--- src/hdl/rbi_pkg.sv ---
// Shared constants and types of the ray/box intersection core.
// No dependencies.
package rbi_pkg;

  localparam int FracBits = 16;
  localparam int DataW    = 32;
  localparam int QuotW    = 31;
  localparam int RemW     = 33;
  localparam int DivSteps = 31;
  localparam int NumW     = DataW + FracBits;
  localparam int ProdW    = 64;
  localparam int NumFaces = 6;

  localparam logic [2:0] RegMinX = 3'd0;
  localparam logic [2:0] RegMinY = 3'd1;
  localparam logic [2:0] RegMinZ = 3'd2;
  localparam logic [2:0] RegMaxX = 3'd3;
  localparam logic [2:0] RegMaxY = 3'd4;
  localparam logic [2:0] RegMaxZ = 3'd5;

  typedef logic [2:0][DataW-1:0] vec3_t;

  typedef struct packed {
    vec3_t dir;
    vec3_t org;
  } ray_t;

  typedef struct packed {
    logic             pos;
    logic [DataW-1:0] nmag;
    logic [DataW-1:0] dmag;
  } face_cls_t;

  typedef struct packed {
    ray_t                           ray;
    face_cls_t [NumFaces-1:0]       face;
  } fe_item_t;

  typedef struct packed {
    logic             pos;
    logic             ovf;
    logic [RemW-1:0]  rem;
    logic [QuotW-1:0] nlo;
    logic [QuotW-1:0] q;
    logic [DataW-1:0] dmag;
  } face_div_t;

  typedef struct packed {
    logic                  pos;
    logic [QuotW-1:0]      t;
    logic [1:0][ProdW-1:0] prod;
  } face_mul_t;

  typedef struct packed {
    logic             cand;
    logic [QuotW-1:0] t;
  } cand_t;

  typedef struct packed {
    logic valid;
    logic ready;
  } hs_t;

endpackage

--- src/hdl/rbi_fifo.sv ---
// Two-entry queue between the front and the back of the intersection core.
// Depends on rbi_pkg.
module rbi_fifo (
  input  logic             clk_i,
  input  logic             rst_ni,
  input  logic             push_i,
  output logic             full_o,
  input  rbi_pkg::fe_item_t item_i,
  output logic             avail_o,
  input  logic             pop_i,
  output rbi_pkg::fe_item_t item_o
);

  rbi_pkg::fe_item_t mem_q [2];
  logic              wptr_q, wptr_d, rptr_q, rptr_d;
  logic [1:0]        cnt_q, cnt_d;
  logic              do_push, do_pop;

  assign full_o  = cnt_q == 2'd2;
  assign avail_o = cnt_q != 2'd0;
  assign do_push = push_i && !full_o;
  assign do_pop  = pop_i && avail_o;
  assign item_o  = mem_q[rptr_q];

  always_comb begin
    wptr_d = do_push ? !wptr_q : wptr_q;
    rptr_d = do_pop ? !rptr_q : rptr_q;
    cnt_d  = cnt_q + 2'(do_push) - 2'(do_pop);
  end

  always_ff @(posedge clk_i or negedge rst_ni) begin
    if (!rst_ni) begin
      wptr_q <= 1'b0;
      rptr_q <= 1'b0;
      cnt_q  <= 2'd0;
    end else begin
      wptr_q <= wptr_d;
      rptr_q <= rptr_d;
      cnt_q  <= cnt_d;
    end
  end

  always_ff @(posedge clk_i) begin
    if (do_push) begin
      mem_q[wptr_q] <= item_i;
    end
  end

endmodule

--- config.mk ---
export PLATFORM = sky130hd
export DESIGN_NAME = rbi_fifo
export DESIGN_NICKNAME = d
export VERILOG_FILES = /design/src/hdl/rbi_pkg.sv /design/src/hdl/rbi_fifo.sv
export SDC_FILE = /design/constraint.sdc
export NUM_CORES = 1
export LEC_CHECK = 0
export BUFFER_PORTS_ARGS = -buffer_cell sky130_fd_sc_hd__clkbuf_2
export CAP_MARGIN = 5
export CORE_AREA = 2 2 458 460
export DETAILED_ROUTE_END_ITERATION = 16
export DIE_AREA = 0 0 460 462
export PLACE_DENSITY = 0.44
export SETUP_SLACK_MARGIN = 0.15
export SLEW_MARGIN = 25
export SYNTH_ARGS = -nofsm -noshare
export SYNTH_HDL_FRONTEND = slang
export SYNTH_SLANG_ARGS = --single-unit
--- constraint.sdc ---
create_clock -name clk_i -period 25.8 [get_ports clk_i]
set_input_delay 5.16 -clock clk_i [delete_from_list [all_inputs] [get_ports clk_i]]
set_output_delay 5.16 -clock clk_i [all_outputs]
set_load 0.02 [all_outputs]
; ---- After elaboration in Yosys (flattened, before gate mapping)
; Memory sizes are Yosys's and may differ from the RTL's.
; Index checks and enable logic that the tools add are counted.
[word_totals]
ff_bits = 4
latch_bits = 0
ramBits = 1164
mem_bits_ro = 0
inputBits = 586
out_inout_bits = 584
elab_cells = 15
memories = 1
[memory_table]
columns = memory, words, word_bits, rd, rd_ports_with_merged_regs, wr, line
row1 = mem_q, 2, 582, 1, 0, 1, rbi_fifo.sv:14  ; rbi_pkg::fe_item_t mem_q [2];
[op_classes]
n_addsub = 2
mul = 0
div_mod_pow = 0
magnitude_cmp = 0
n_eq_ne = 1
shift = 0
mux = 2
bitwise_logic = 0
reduce_logical = 6
[op_table]
columns = op, count
row1 = zero test 1 bit, 3
row2 = adder 2 x 1 -> 2 bit, 1
row3 = "equality test 2 bit, second input constant", 1
row4 = logical AND 1 bit, 2
row5 = two-way mux 1 bit, 2
row6 = nonzero test 2 bit, 1
row7 = subtractor 2 x 1 -> 2 bit, 1

; ---- Logic depth before layout (Yosys ltp)
[depth]
ltp_word = 5
mapped_depth = 7
ltp_nobuf = 7

; ---- Worst setup path after synthesis
; No wires, ideal clock.
[synth_path]
kind = input to register
startpoint = input push_i
endpoint = memory mem_q[0][0] (netlist name), enable pin
setup_ns = 1.541
arrival_ns = 29.318
slack_ns = -5.059
path_stages = 2
path_cell_list = nand2_1 nor2_1
[synth_via]
elab_chain_len = 3
[synth_rtl]
columns = item, line
row1 = "start, declared", rbi_fifo.sv:6  ; input logic push_i,
row2 = logical AND 1 bit, rbi_fifo.sv:21  ; assign do_push = push_i && !full_o;
row3 = two-way mux 1 bit, rbi_fifo.sv:44  ; if (do_push) begin
row4 = two-way mux 1 bit (not written as such), rbi_fifo.sv:45  ; mem_q[wptr_q] <= item_i;
row5 = "end, declared", rbi_fifo.sv:14
; No other way between the ends.

==> results.toml <==
[yosys]
yosysWarnings = 0
synth_top_area_share_pct = 82.4
syn_inst = 1829
synthesis.nets = 2417
postSynthAreaPerCell_um2 = 23.2
synth_area_um2 = 42400
synthTopCellsByArea = "edfxtp_1, mux2_2, buf_6, dfrtp_1, xnor2_1"
synth_seq_cells = 1168
yosys.area.top_type = "edfxtp_1"
ys_types = 15
ys_seq_area_share_pct = 82.6

[die]
die_w_um = 460
core.rowCount = 168
core_area_um2 = 208000
dieArea_um2 = 213000
die_h_um = 462
start_util_pct = 20.4
ios = 1170

[timing]
period_share_pct = 39.1
fin_ws_ns = 15.72
slew_violations = 0
setup_viol_count_final = 0
rsz0062_at_grt = "false"
finalSetupTns_ns = 0
period_needed_ns = 10.08
worstMarginPinSlew_ns = 1.16
clock_skew_ns = 0.0339
clock.fmax_mhz = 99.2
whs_ns = 0.531
maxSlewHeadroom_pct = 22.9
hold_viol = 0

[hold_path]
whs_endpoint = "cnt_q[0]"
hold_path_startpoint = "cnt_q[0]"
hold_depth = 1
hold_path_class = "flip-flop to flip-flop"

[global_route]
grt_overflow_total = 0
grt.total_usage_pct = 12.2
antenna_found_initial = 65
grt_pass1_wl_um = 182000
grt_pass1_vias = 23300
grt_max_degree = 174

[worst_setup_path]
path_cells = "buf_4, buf_4, buf_4, mux2_2, clkbuf_2"
crit_path_max_fanout = 68
r2r-start = "cnt_q[1]"
required_ns = 20.64
end_kind = "output pin"
start_kind = "flip-flop"
cpMaxStageDelayCell = "dfrtp_4"
crit_start = "rptr_q"
r2r_end = "mem_q[0][230]"
arrival_ns = 4.92
crit_top_cell = "buf_4"
rr_worst_depth = 7
worst-setup-path-type = "flip-flop to output pin"
rrSetupSlack_ns = 21.33
critical-path-max-stage-delay_ns = 0.95

[placement]
place_congestion = 0.868
portBuffers = 1169
placed_cell_area_um2 = 51200
place_inst = 5677
dp_slack_ns = 16.41
hpwlAfterDp_um = 101000

[clock_tree]
cts_buffers = 137
cts_tree = "built"
post_cts_buffers = 0
cts_resized = 0
cts_max_level = 4
ctsRootBufferMaster = "clkbuf_16"
clkTransAtPathRegs_ns = 0.06
insertion_delay_ns = 0.75
ctsLongestPathBuffers = 3
hold_buffers = 0
cts.sinks = 1168

[finish]
fin_area_um2 = 55800
stdcell_count = 5950
fill_cells = 21300
final_common_cell = "clkbuf_2"
syn_to_final_growth_pct = 31.6
final_cell_mix = "clkbuf_2, edfxtp_1, mux2_2"
drive_above_1_share_pct = 61.7
nNetsFinal = 3685
postLayoutCoreUtil_pct = 26.8

[power]
p_sw_share_pct = 34.6
p_leak_nw = 20.4
switching_power_mw = 2.37
clockPowerShare_pct = 28.4
worst_ir_drop_vdd_mv = 0.0705
power_frac_comb_pct = 32.0
intPower_mw = 4.47
p_total_mw = 6.84
seqPwrFrac_pct = 39.6
powerDensity_nw_per_um2 = 123

[routing]
ant_nets = 0
routedWlPerCell_um = 23.0
drtIter0Drc = 1473
finalWirelength_um = 137000
detail_route.first_pass.iterations = 5
drc = 0
vias = 22600
vias_per_cell = 3.79

[run_status]
status = "finished, final reports clean"

[run]
cap_violations = 0
## worst max-delay path: cells and delay by family, from the launching register on
kind,cells,cell delay (ns)
flip-flops,1,0.95
multiplexers,1,0.42
buffers and inverters,4,2.58
## per-layer routing
metal,wire (um),global-route usage [%],up-vias
met3,15900,6.52,258
met5,318,0,-
li1,-,-,9941
met2,63700,19.4,1018
met1,53300,14.0,11300
met4,3600,3.87,50
## synthesized netlist by cell type (all sizes together)
library cell     n
edfxtp        1164
mux2           582
buf             65
dfrtp            4
xnor2            3
ha               2
inv              2
and2             1
and3             1
nand2            1
nand2b           1
nor2             1
or2              1
xor2             1
## kinds of logic (layout without fill, tap and decap cells)
group	after synthesis	after routing	share of synthesized area [%]
buf+inv	67	1446	1.73
simple gates	6	6	0.0767
fa+ha+maj	2	2	0.0590
other cells	0	22	0
flops	1168	1168	82.6
mux	582	582	15.4
xor+xnor	4	4	0.0826
## registers in the layout, summed over array words and instances, names as in the netlist
register,flops
wptr_q,1
cnt_q,2
mem_q,1164
rptr_q,1
## cell type report
type | count | area [um^2] | share of cell area [%]
clock inverters | 82 | 975 | 1.75
flip-flops and latches | 1168 | 35100 | 62.8
repair buffers | 1194 | 6100 | 10.9
diodes | 22 | 55.1 | 0.0986
inverters | 2 | 7.51 | 0.0134
clock buffers | 168 | 3590 | 6.42
well taps | 2720 | 3400 | 6.09
multi-input cells | 594 | 6660 | 11.9
## how the worst max path moves through the flow
| stage | to | slack, ns | cells past startpoint |
|---|---|---|---|
| after detailed placement | item_o[274] | 16.41 | 5 |
| after CTS | item_o[274] | 15.52 | 5 |
| after global placement | item_o[230] | 16.47 | 5 |
| final | item_o[274] | 15.72 | 5 |
| after floorplan | mem_q[0][0] | 4.83 | 2 |
| after global routing | item_o[230] | 15.35 | 5 |
## power by group through the flow
stage          combinational, mW  clock (mW)  sequential [mW]
2_1_floorplan               1.49           0             2.99
5_1_grt                     2.34        2.07             2.75
6_report                    2.19        1.94             2.71
3_5_place_dp                2.23           0             2.76
3_3_place_gp                2.24           0             2.75
4_1_cts                     2.24        2.01             2.72
Note: power is estimated with default switching activity, not from simulation.
