**src/hdl/rbi_pkg.sv**
```systemverilog
// Shared constants and types of the ray/box intersection core.
// No dependencies.
package rbi_pkg;

  localparam int FracBits = 16;
  localparam int DataW    = 32;
  localparam int QuotW    = 31;
  localparam int RemW     = 33;
  localparam int DivSteps = 31;
  localparam int NumW     = DataW + FracBits;
  localparam int ProdW    = 64;
  localparam int NumFaces = 6;

  localparam logic [2:0] RegMinX = 3'd0;
  localparam logic [2:0] RegMinY = 3'd1;
  localparam logic [2:0] RegMinZ = 3'd2;
  localparam logic [2:0] RegMaxX = 3'd3;
  localparam logic [2:0] RegMaxY = 3'd4;
  localparam logic [2:0] RegMaxZ = 3'd5;

  typedef logic [2:0][DataW-1:0] vec3_t;

  typedef struct packed {
    vec3_t dir;
    vec3_t org;
  } ray_t;

  typedef struct packed {
    logic             pos;
    logic [DataW-1:0] nmag;
    logic [DataW-1:0] dmag;
  } face_cls_t;

  typedef struct packed {
    ray_t                           ray;
    face_cls_t [NumFaces-1:0]       face;
  } fe_item_t;

  typedef struct packed {
    logic             pos;
    logic             ovf;
    logic [RemW-1:0]  rem;
    logic [QuotW-1:0] nlo;
    logic [QuotW-1:0] q;
    logic [DataW-1:0] dmag;
  } face_div_t;

  typedef struct packed {
    logic                  pos;
    logic [QuotW-1:0]      t;
    logic [1:0][ProdW-1:0] prod;
  } face_mul_t;

  typedef struct packed {
    logic             cand;
    logic [QuotW-1:0] t;
  } cand_t;

  typedef struct packed {
    logic valid;
    logic ready;
  } hs_t;

endpackage

```
**src/hdl/rbi_front.sv**
```systemverilog
// Front of the intersection core: takes a ray beat and classifies its six faces.
// Depends on rbi_pkg.
module rbi_front (
  input  logic              clk_i,
  input  logic              rst_ni,
  input  logic              in_valid_i,
  output logic              in_ready_o,
  input  rbi_pkg::ray_t     ray_i,
  input  rbi_pkg::vec3_t    box_min_i,
  input  rbi_pkg::vec3_t    box_max_i,
  output logic              push_o,
  input  logic              full_i,
  output rbi_pkg::fe_item_t item_o
);

  logic          v_q, v_d;
  rbi_pkg::ray_t ray_q;

  assign in_ready_o = !v_q || !full_i;
  assign push_o     = v_q;

  always_comb begin
    logic [rbi_pkg::DataW-1:0] plane;
    logic [rbi_pkg::DataW:0]   num;
    logic [rbi_pkg::DataW-1:0] dir;
    item_o.ray = ray_q;
    for (int f = 0; f < rbi_pkg::NumFaces; f++) begin
      plane = (f % 2 == 1) ? box_max_i[f/2] : box_min_i[f/2];
      dir   = ray_q.dir[f/2];
      num   = {plane[rbi_pkg::DataW-1], plane}
            - {ray_q.org[f/2][rbi_pkg::DataW-1], ray_q.org[f/2]};
      item_o.face[f].nmag = num[rbi_pkg::DataW] ? rbi_pkg::DataW'(-num)
                                                : num[rbi_pkg::DataW-1:0];
      item_o.face[f].dmag = dir[rbi_pkg::DataW-1] ? -dir : dir;
      item_o.face[f].pos  = (dir != '0) && (num != '0)
                            && (num[rbi_pkg::DataW] == dir[rbi_pkg::DataW-1]);
    end
  end

  always_comb begin
    v_d = v_q;
    if (in_valid_i && in_ready_o) begin
      v_d = 1'b1;
    end else if (v_q && !full_i) begin
      v_d = 1'b0;
    end
  end

  always_ff @(posedge clk_i or negedge rst_ni) begin
    if (!rst_ni) begin
      v_q <= 1'b0;
    end else begin
      v_q <= v_d;
    end
  end

  always_ff @(posedge clk_i) begin
    if (in_valid_i && in_ready_o) begin
      ray_q <= ray_i;
    end
  end

endmodule

```
**config.mk**
```make
export PLATFORM = sky130hd
export DESIGN_NAME = rbi_front
export DESIGN_NICKNAME = d
export VERILOG_FILES = /design/src/hdl/rbi_pkg.sv /design/src/hdl/rbi_front.sv
export SDC_FILE = /design/constraint.sdc
export NUM_CORES = 1
export LEC_CHECK = 0
export ABC_AREA = 1
export BUFFER_PORTS_ARGS = -buffer_cell sky130_fd_sc_hd__buf_2
export CAP_MARGIN = 15
export CORE_AREA = 2 2 378 380
export CTS_BUF_LIST = sky130_fd_sc_hd__clkbuf_16
export DETAILED_ROUTE_END_ITERATION = 6
export DIE_AREA = 0 0 380 382
export PLACE_DENSITY_LB_ADDON = 0.2
export SYNTH_ARGS = -nofsm -noshare
export SYNTH_HDL_FRONTEND = slang
export SYNTH_SLANG_ARGS = --single-unit
```
**constraint.sdc**
```tcl
create_clock -name clk_i -period 31 [get_ports clk_i]
set_input_delay 3.1 -clock clk_i [delete_from_list [all_inputs] [get_ports clk_i]]
set_output_delay 3.1 -clock clk_i [all_outputs]
set_load 0.05 [all_outputs]
```
Word level (Yosys, flattened, before mapping)
Index checks and enable logic that the tools add are counted.
W data, S select, Z words.
{ "totals": {"register_bits": 193, "wordCells": 66} }
{ "op_classes": {"n_mux": 11, "addsub": 15, "eq_ne": 6, "n_reduce_logical": 27} }
{ "ops": {"columns": ["operator", "count"], "rows": [
  ["$mux W32", 9],
  ["$neg A32 Y32", 9],
  ["$reduce_bool A33 Y1", 6],
  ["$sub A32 B32 Y33", 6],
  ["$reduce_bool A32 Y1", 3],
  ["$logic_and A1 B1 Y1", 14],
  ["$eq A1 B1 Y1", 6],
  ["$logic_not A1 Y1", 2],
  ["$mux W1", 2],
  ["$reduce_bool A2 Y1", 1],
  ["$logic_or A1 B1 Y1", 1]
]} }

Depth between registers and ports, before layout
Gate-level depths: netlist (run 1).
{ "depth": {"word_depth": 4, "depth_mapped": 22} }

Worst setup path after synthesis (run 1)
Ideal clock, no wire load.
{ "synth_timing": {"path_kind": "in2reg", "startpoint": "input in_valid_i", "endpoint": "register ray_q, in the netlist item_o[390], enable pin", "slack_ns": 17.831, "t_arrival_ns": 12.361, "n_path_buf": 0, "path_stages": 2, "cell_sequence": "inv_1 -> a21oi_1"} }
{ "synth_via": {"elab_chain_len": 1} }
{ "synth_lines": {"columns": ["item", "line", "source"], "rows": [
  ["start: declaration", "rbi_front.sv:6", "input logic in_valid_i,"],
  ["$logic_and A1 B1 Y1", "rbi_front.sv:58", "if (in_valid_i && in_ready_o) begin"],
  ["end signal: assignment", "rbi_front.sv:59", "ray_q <= ray_i;"],
  ["end: declaration", "rbi_front.sv:17", "rbi_pkg::ray_t ray_q;"]
]} }
No other way between the ends.
A chain may end at the register's enable or synchronous reset.

==> impl_metrics.yaml, run 1 <==
outcome:
  outcome: "finished, final reports clean"
yosys:
  seq_area_frac_synth: 0.184
  synth_top_flop_cell: "sky130_fd_sc_hd__edfxtp_1"
  synth-adder-area-share: 0.0859
  yosysMostFrequentCell: "sky130_fd_sc_hd__nand2_1"
  yosys.area_share.xor_xnor: 0.0714
  yosysWarningCount: 0
  complex_gate_fraction_of_the_synthesized_area: 0.0363
  cell_count_after_synthesis: 5681
  main_combinational_cell_family_by_area_after_synthesis: "simple AND/OR/NAND/NOR gates"
  syn_area_per_cell_um2: 5.55
  synth.mux.area_fraction: 0
  synth_seq_cells: 193
  synth_simple_gate_area_share: 0.449
  ys_top_cells_by_area: "sky130_fd_sc_hd__nand2_1 (27%), sky130_fd_sc_hd__edfxtp_1 (18%), sky130_fd_sc_hd__inv_1 (14%)"
  synth.cells.most_frequent: "sky130_fd_sc_hd__nand2_1 (2237), sky130_fd_sc_hd__inv_1 (1209), sky130_fd_sc_hd__nor2_1 (581), sky130_fd_sc_hd__nand3_1 (379), sky130_fd_sc_hd__ha_1 (207)"
  async_flop_share: 0.00518
  syn-num-nets: 6282
  mappedNetlistArea_um2: 31500
  synthDominantAreaCellType: "sky130_fd_sc_hd__nand2_1"
  synth_enable_flop_cells: 192
  synth.lib_cells_used.distinct: 45
  synth_largest_type_area_fraction: 0.266
power_and_ir_drop:
  power_total_mw: 1.88
  ir_worst_vdd_v: 0.0000414
  cellLeakagePower_nw: 22.8
  power-per-cell-area_nw_per_um2: 48.5
timing:
  setup_viol: 0
  tightest_slew_ns: 1.09
  slew-limit-headroom: 0.269
  rsz_0062_raised_after_global_routing: "false"
  worst_hold_slack_ns: 0.629
  finalCritPeriodShare: 0.333
  slew_violations: 0
  fmaxAchievable_ghz: 0.0968
  final.setup.tns_ns: 0
  final_hold_viol_count: 0
  fin_worst_skew_ns: 0.0203
  setup_ws_ns: 20.67
  finalCriticalPeriod_ns: 10.33
place:
  placement.cell_area_um2: 38000
  place.gp.congestion: 0.949
  detailedPlace.worstSlack_ns: 20.70
  placed_cells_incl_taps: 8423
  detailed_place_hpwl_um: 143000
  io_buffer_count: 971
cts:
  clock_tree_from_tritoncts: "built"
  cts-buffers-inserted: 17
  post-cts-setup-buffers: 0
  maximum_clock_path_buffer_count: 2
  cts_hold_repair.buffers: 0
  clock_slew_at_reported_path_ffs_ns: 0.10
  cts-root-buf: "sky130_fd_sc_hd__clkbuf_16"
  post_cts_resized: 0
  tritoncts_num_sinks: 193
  worst_skew_pair.late_latency_ns: 0.55
  htree_levels: 4
global_routing:
  initial_antenna_violation_count: 53
  global_route_wire_length_before_repair_um: 228000
  vias_in_the_first_global_route: 35100
  track_usage: 0.212
  pin_count_of_the_biggest_net_entering_global_routing: 129
  overflow: 0
die:
  floorplan.rows: 138
  start_util: 0.224
  placeableCoreArea_um2: 141000
  floorplan.die.width_um: 380
  dieHeight_um: 382
  dieArea_um2: 145000
  io_pins: 972
drt:
  drc: 0
  routed-via-count: 37300
  count_of_antenna_violating_nets_left_after_detailed_routing: 0
  wl_per_cell_um: 18.9
  detail_route.wirelength_um: 160000
  dr.pass1.iters: 6
  viasPerCell: 4.41
  detail_route.iter0.violations: 2753
cells_and_area:
  final.fill_count: 16500
  stdcell_count: 8471
  area.growth.synth_to_final_pct: 22.5
  postLayoutCellArea_um2: 38700
  post_route_cells_drive_above_1_share: 0.164
  finalCoreUtilization: 0.274
  final_nets: 7154
critical_path:
  crit_start: "box_min_i[64]"
  critical_path.max_fanout: 20
  cp.arrival_ns: 7.23
  critical_path.endpoint: "item_o[299]"
  critical_path.endpoint_type: "primary output"
  critPathRequiredTime_ns: 27.90
  ff2ff_setup_slack_ns: 28.41
  r2r.worst_path.cells: 3
  timing.rr.end: "item_o[463]"
  r2r_start: "push_o"
  crit_path_start_kind: "input port"
  setup.worst_path.class: "input port to primary output"
job:
  max_capacitance_violation_count: 0
min_path:
  min_path_type: "flip-flop to flip-flop"
==> sequential cells by signal (all words and copies together), names as in the netlist <==
register and cells:
item_o 192, push_o 1
==> layout make-up <==
class	instances	area (um^2)	area share
clock inverter	15	216	0.00560
timing repair buffer	981	4950	0.128
inverter	1220	4580	0.118
multi-input combinational	4140	20300	0.525
sequential	193	5790	0.150
tap	1890	2360	0.0612
antenna	15	37.5	0.000971
clock buffer	17	425	0.0110
==> power by group <==
group          total [mW]  leakage, nW  switching, mW  internal [mW]
clock network       0.264        0.309          0.150          0.113
logic                1.29         20.7          0.996          0.293
registers           0.324         1.84         0.0185          0.305
total                1.88         22.8           1.16          0.711
==> metal layers <==
metal,part of all wire,track usage,up-vias
li1,-,-,18900
met1,0.46,0.283,17000
met2,0.45,0.344,1235
met3,0.065,0.0401,180
met4,0.026,0.0654,42
met5,0.0017,0,-
==> worst min-delay path by stage <==
stage / from / to / slack, ns / cells after the start
2_1_floorplan: push_o / push_o / 1.13 / 2
3_3_place_gp: push_o / push_o / 0.61 / 2
3_5_place_dp: push_o / push_o / 0.59 / 2
4_1_cts: push_o / push_o / 0.62 / 2
5_1_grt: push_o / push_o / 0.68 / 2
6_report: push_o / push_o / 0.63 / 2
==> layout by cell type (no fill, tap or decap), types with 61 or more instances in the layout <==
cell type,Yosys,layout
sky130_fd_sc_hd__o21ai_0,61,61
sky130_fd_sc_hd__xnor2_1,80,80
sky130_fd_sc_hd__nand3_1,379,379
sky130_fd_sc_hd__a21oi_1,113,112
sky130_fd_sc_hd__inv_1,1209,1209
sky130_fd_sc_hd__buf_2,12,971
sky130_fd_sc_hd__ha_1,207,207
sky130_fd_sc_hd__nor2_1,581,581
sky130_fd_sc_hd__nand4_1,97,97
sky130_fd_sc_hd__edfxtp_1,192,192
sky130_fd_sc_hd__xor2_1,161,161
sky130_fd_sc_hd__nand2_1,2237,2237
==> worst max-delay path: stages <==
cell	delay [ns]
sky130_fd_sc_hd__buf_2	0.09
sky130_fd_sc_hd__inv_1	0.09
sky130_fd_sc_hd__ha_1	0.15
sky130_fd_sc_hd__inv_1	0.04
sky130_fd_sc_hd__fa_1	0.42
sky130_fd_sc_hd__nand3_1	0.11
sky130_fd_sc_hd__nand3_1	0.16
sky130_fd_sc_hd__nand2_1	0.14
sky130_fd_sc_hd__nand2_2	0.09
sky130_fd_sc_hd__nand2_1	0.11
sky130_fd_sc_hd__nand2_1	0.09
sky130_fd_sc_hd__nand4_1	0.15
sky130_fd_sc_hd__nand2_1	0.07
sky130_fd_sc_hd__nand2_1	0.05
sky130_fd_sc_hd__nand2_1	0.41
sky130_fd_sc_hd__buf_4	0.40
sky130_fd_sc_hd__inv_1	0.38
sky130_fd_sc_hd__nor2_1	0.10
sky130_fd_sc_hd__xnor2_1	0.64
sky130_fd_sc_hd__buf_2	0.39
==> logic make-up after synthesis <==
group | count (synthesis)
XOR/XNOR | 249
AND/OR/NAND/NOR | 3466
AO/OA/AOI/OAI | 212
flip-flops | 193
buffers and inverters | 1348
adder cells (fa/ha/maj) | 213
Power figures use the tool's default switching activity.
==> inputs of run 2 (changes only) <==
--- a/config.mk
+++ b/config.mk
@@ -5,13 +5,13 @@
 export SDC_FILE = /design/constraint.sdc
 export NUM_CORES = 1
 export LEC_CHECK = 0
-export ABC_AREA = 1
+export ABC_AREA = 0
 export BUFFER_PORTS_ARGS = -buffer_cell sky130_fd_sc_hd__buf_2
 export CAP_MARGIN = 15
-export CORE_AREA = 2 2 378 380
+export CORE_AREA = 2 2 374 376
 export CTS_BUF_LIST = sky130_fd_sc_hd__clkbuf_16
 export DETAILED_ROUTE_END_ITERATION = 6
-export DIE_AREA = 0 0 380 382
+export DIE_AREA = 0 0 376 378
 export PLACE_DENSITY_LB_ADDON = 0.2
 export SYNTH_ARGS = -nofsm -noshare
 export SYNTH_HDL_FRONTEND = slang
==> constraint.sdc (replaced) <==
create_clock -name clk_i -period 10.45 [get_ports clk_i]
set_input_delay 1.045 -clock clk_i [delete_from_list [all_inputs] [get_ports clk_i]]
set_output_delay 1.045 -clock clk_i [all_outputs]
set_load 0.05 [all_outputs]
==> run 2 against run 1 <==
Net effect:
- first-iteration DRC count is 41% lower
- synthesized area shrank 23%
- non-clock buffer count increased by 9
- sequential power increased to 3.0 times the previous value
- count of clock-buffer cells in the layout stayed put
- hold slack got worse by 0.40 ns
- design area decreased by 20%
==> impl_metrics.yaml, run 2 <==
outcome:
  outcome: "finished, final reports clean"
yosys:
  yosysMostFrequentCell: "sky130_fd_sc_hd__xnor2_1"
  complex_gate_fraction_of_the_synthesized_area: 0.239
  cell_count_after_synthesis: 2935
  mappedNetlistArea_um2: 24200
  synth_simple_gate_area_share: 0.188
  synth.cells.most_frequent: "sky130_fd_sc_hd__xnor2_1 (282), sky130_fd_sc_hd__a21oi_1 (236), sky130_fd_sc_hd__nand2_1 (234), sky130_fd_sc_hd__ha_1 (207), sky130_fd_sc_hd__o21ai_0 (197)"
  synthDominantAreaCellType: "sky130_fd_sc_hd__edfxtp_1"
  ys_top_cells_by_area: "sky130_fd_sc_hd__edfxtp_1 (24%), sky130_fd_sc_hd__ha_1 (11%), sky130_fd_sc_hd__xnor2_1 (10%)"
  yosysWarningCount: 0
  synth.lib_cells_used.distinct: 97
  seq_area_frac_synth: 0.240
  synth-adder-area-share: 0.112
  async_flop_share: 0.00518
  syn_area_per_cell_um2: 8.23
  synth_enable_flop_cells: 192
  yosys.area_share.xor_xnor: 0.147
  syn-num-nets: 3536
  synth_largest_type_area_fraction: 0.239
  synth_seq_cells: 193
  synth_top_flop_cell: "sky130_fd_sc_hd__edfxtp_1"
  main_combinational_cell_family_by_area_after_synthesis: "compound AO/OA/AOI/OAI gates"
  synth.mux.area_fraction: 0.00171
cts:
  clock_slew_at_reported_path_ffs_ns: 0.12
  htree_levels: 4
  post-cts-setup-buffers: 0
  cts_hold_repair.buffers: 0
  maximum_clock_path_buffer_count: 2
  post_cts_resized: 0
  cts-root-buf: "sky130_fd_sc_hd__clkbuf_16"
  tritoncts_num_sinks: 193
  cts-buffers-inserted: 17
  worst_skew_pair.late_latency_ns: 0.56
  clock_tree_from_tritoncts: "built"
die:
  dieArea_um2: 142000
  dieHeight_um: 378
  placeableCoreArea_um2: 139000
  start_util: 0.175
  io_pins: 972
  floorplan.die.width_um: 376
  floorplan.rows: 137
drt:
  wl_per_cell_um: 24.1
  detail_route.wirelength_um: 134000
  count_of_antenna_violating_nets_left_after_detailed_routing: 0
  routed-via-count: 26200
  dr.pass1.iters: 7
  viasPerCell: 4.69
  drc: 0
  detail_route.iter0.violations: 1627
cells_and_area:
  number_of_flip_flops_under_the_largest_register_name: 192
  commonest_non_fill_non_tap_cell_in_the_layout: "sky130_fd_sc_hd__buf_2"
  postLayoutCellArea_um2: 31000
  commonest_cells_after_routing_fill_and_taps_aside: "sky130_fd_sc_hd__buf_2 (971), sky130_fd_sc_hd__xnor2_1 (281), sky130_fd_sc_hd__a21oi_1 (236), sky130_fd_sc_hd__nand2_1 (234), sky130_fd_sc_hd__ha_1 (207)"
  area.growth.synth_to_final_pct: 28.4
  finalCoreUtilization: 0.224
  final.fill_count: 15600
  post_route_cells_drive_above_1_share: 0.288
  final_nets: 4347
global_routing:
  global_route_wire_length_before_repair_um: 184000
  track_usage: 0.180
  overflow: 0
  pin_count_of_the_biggest_net_entering_global_routing: 96
  initial_antenna_violation_count: 68
  vias_in_the_first_global_route: 24700
power_and_ir_drop:
  cellLeakagePower_nw: 13.3
  netSwitchingFraction: 0.599
  net-switching-power_mw: 3.12
  power_frac_comb: 0.661
  power_frac_clock: 0.156
  ir_worst_vdd_v: 0.000121
  power_total_mw: 5.20
  power-per-cell-area_nw_per_um2: 168
  power.internal_mw: 2.09
  p_seq_frac: 0.184
critical_path:
  critical_path.max_fanout: 5
  critPathRequiredTime_ns: 9.41
  setup.worst_path.class: "input port to primary output"
  crit_path_start_kind: "input port"
  cp.arrival_ns: 5.76
  critical_path.endpoint_type: "primary output"
min_path:
  min_path_type: "input port to asynchronous set/reset pin"
place:
  detailedPlace.worstSlack_ns: 3.69
  io_buffer_count: 971
  detailed_place_hpwl_um: 117000
  place.gp.congestion: 0.886
  placement.cell_area_um2: 30300
timing:
  slew_violations: 0
  tightest_slew_ns: 0.989
  final.setup.tns_ns: 0
  finalCriticalPeriod_ns: 6.81
  setup_ws_ns: 3.64
  rsz_0062_raised_after_global_routing: "false"
  setup_viol: 0
  fmaxAchievable_ghz: 0.147
  finalCritPeriodShare: 0.652
  slew-limit-headroom: 0.332
  final_hold_viol_count: 0
  fin_worst_skew_ns: 0.0288
job:
  max_capacitance_violation_count: 0
==> run 2: cell count changes after synthesis, sizes merged, moves of 40 or more <==
cell | previous run | this run
a211oi | 0 | 45
inv | 1218 | 164
xor2 | 166 | 123
a21oi | 114 | 238
nor2 | 597 | 183
nand2 | 2252 | 234
o21ai | 72 | 205
o31ai | 7 | 62
or3 | 0 | 40
nand3 | 384 | 47
nand4 | 97 | 53
xnor2 | 83 | 283
a21o | 5 | 82
clkbuf | 8 | 84
==> run 2: critical path, stage by stage <==
cell	delay [ns]
sky130_fd_sc_hd__buf_2	0.09
sky130_fd_sc_hd__inv_1	0.07
sky130_fd_sc_hd__ha_1	0.14
sky130_fd_sc_hd__inv_1	0.05
sky130_fd_sc_hd__fa_1	0.42
sky130_fd_sc_hd__a211oi_1	0.45
sky130_fd_sc_hd__o211ai_1	0.24
sky130_fd_sc_hd__a21oi_1	0.23
sky130_fd_sc_hd__xor2_1	0.30
sky130_fd_sc_hd__o2111ai_1	0.25
sky130_fd_sc_hd__nor3b_2	0.33
sky130_fd_sc_hd__nand4_1	0.41
sky130_fd_sc_hd__nor4b_1	0.90
sky130_fd_sc_hd__a31oi_1	0.22
sky130_fd_sc_hd__xnor2_1	0.28
sky130_fd_sc_hd__buf_2	0.31
==> run 2: metrics by stage <==
step                      std cells  hold WS, ns
final                          5581        0.228
after CTS                      5566        0.158
after floorplan                2935        0.749
after global placement         5534        0.507
after detailed placement       5534        0.520
after global routing           5575        0.176
==> run 2: final timing paths <==
path                                    from     endpoint  slack (ns)  depth (start not counted)
worst max-delay path            box_max_i[0]  item_o[128]        3.64                         16
worst min-delay path                  rst_ni       push_o        0.23                          1
worst max register to register        push_o  item_o[477]        8.07                          3
worst min register to register        push_o       push_o        0.55                          2
max in group asynchronous             rst_ni       push_o       10.14                          1
min in group clk_i                    push_o       push_o        0.55                          2
==> run 2: cell type report <==
class | instances | area [um^2] | area share
Sequential cell | 193 | 5790 | 0.187
Timing Repair Buffer | 990 | 5010 | 0.162
Antenna cell | 15 | 37.5 | 0.00121
Multi-Input combinational cell | 2380 | 16700 | 0.537
Inverter | 164 | 616 | 0.0198
Tap cell | 1807 | 2260 | 0.0728
Clock inverter | 15 | 238 | 0.00766
Clock buffer | 17 | 425 | 0.0137
==> run 2: kinds of logic after synthesis <==
kind of cell | count (synthesis)
buf+inv | 362
compound gates | 881
flops | 193
mux | 4
xor+xnor | 406
simple gates | 876
fa+ha+maj | 213
==> run 2: routing by layer <==
layer / vias up / share of wire / wire, um / track usage
met3: 170 / 0.067 / 8980 / 0.0454
met5: - / 0.0013 / 170 / 0
met2: 962 / 0.47 / 63800 / 0.302
met1: 12600 / 0.43 / 58300 / 0.227
li1: 12400 / - / - / -
met4: 26 / 0.024 / 3220 / 0.0493
==> run 2: power by group through the flow <==
stage	Clock (mW)	Combinational (mW)	Sequential, mW
final	0.810	3.44	0.956
after global routing	0.866	3.63	0.961
after CTS	0.856	3.45	0.957
after detailed placement	0	3.44	0.973
after global placement	0	3.45	0.974
after floorplan	0	2.39	1.10
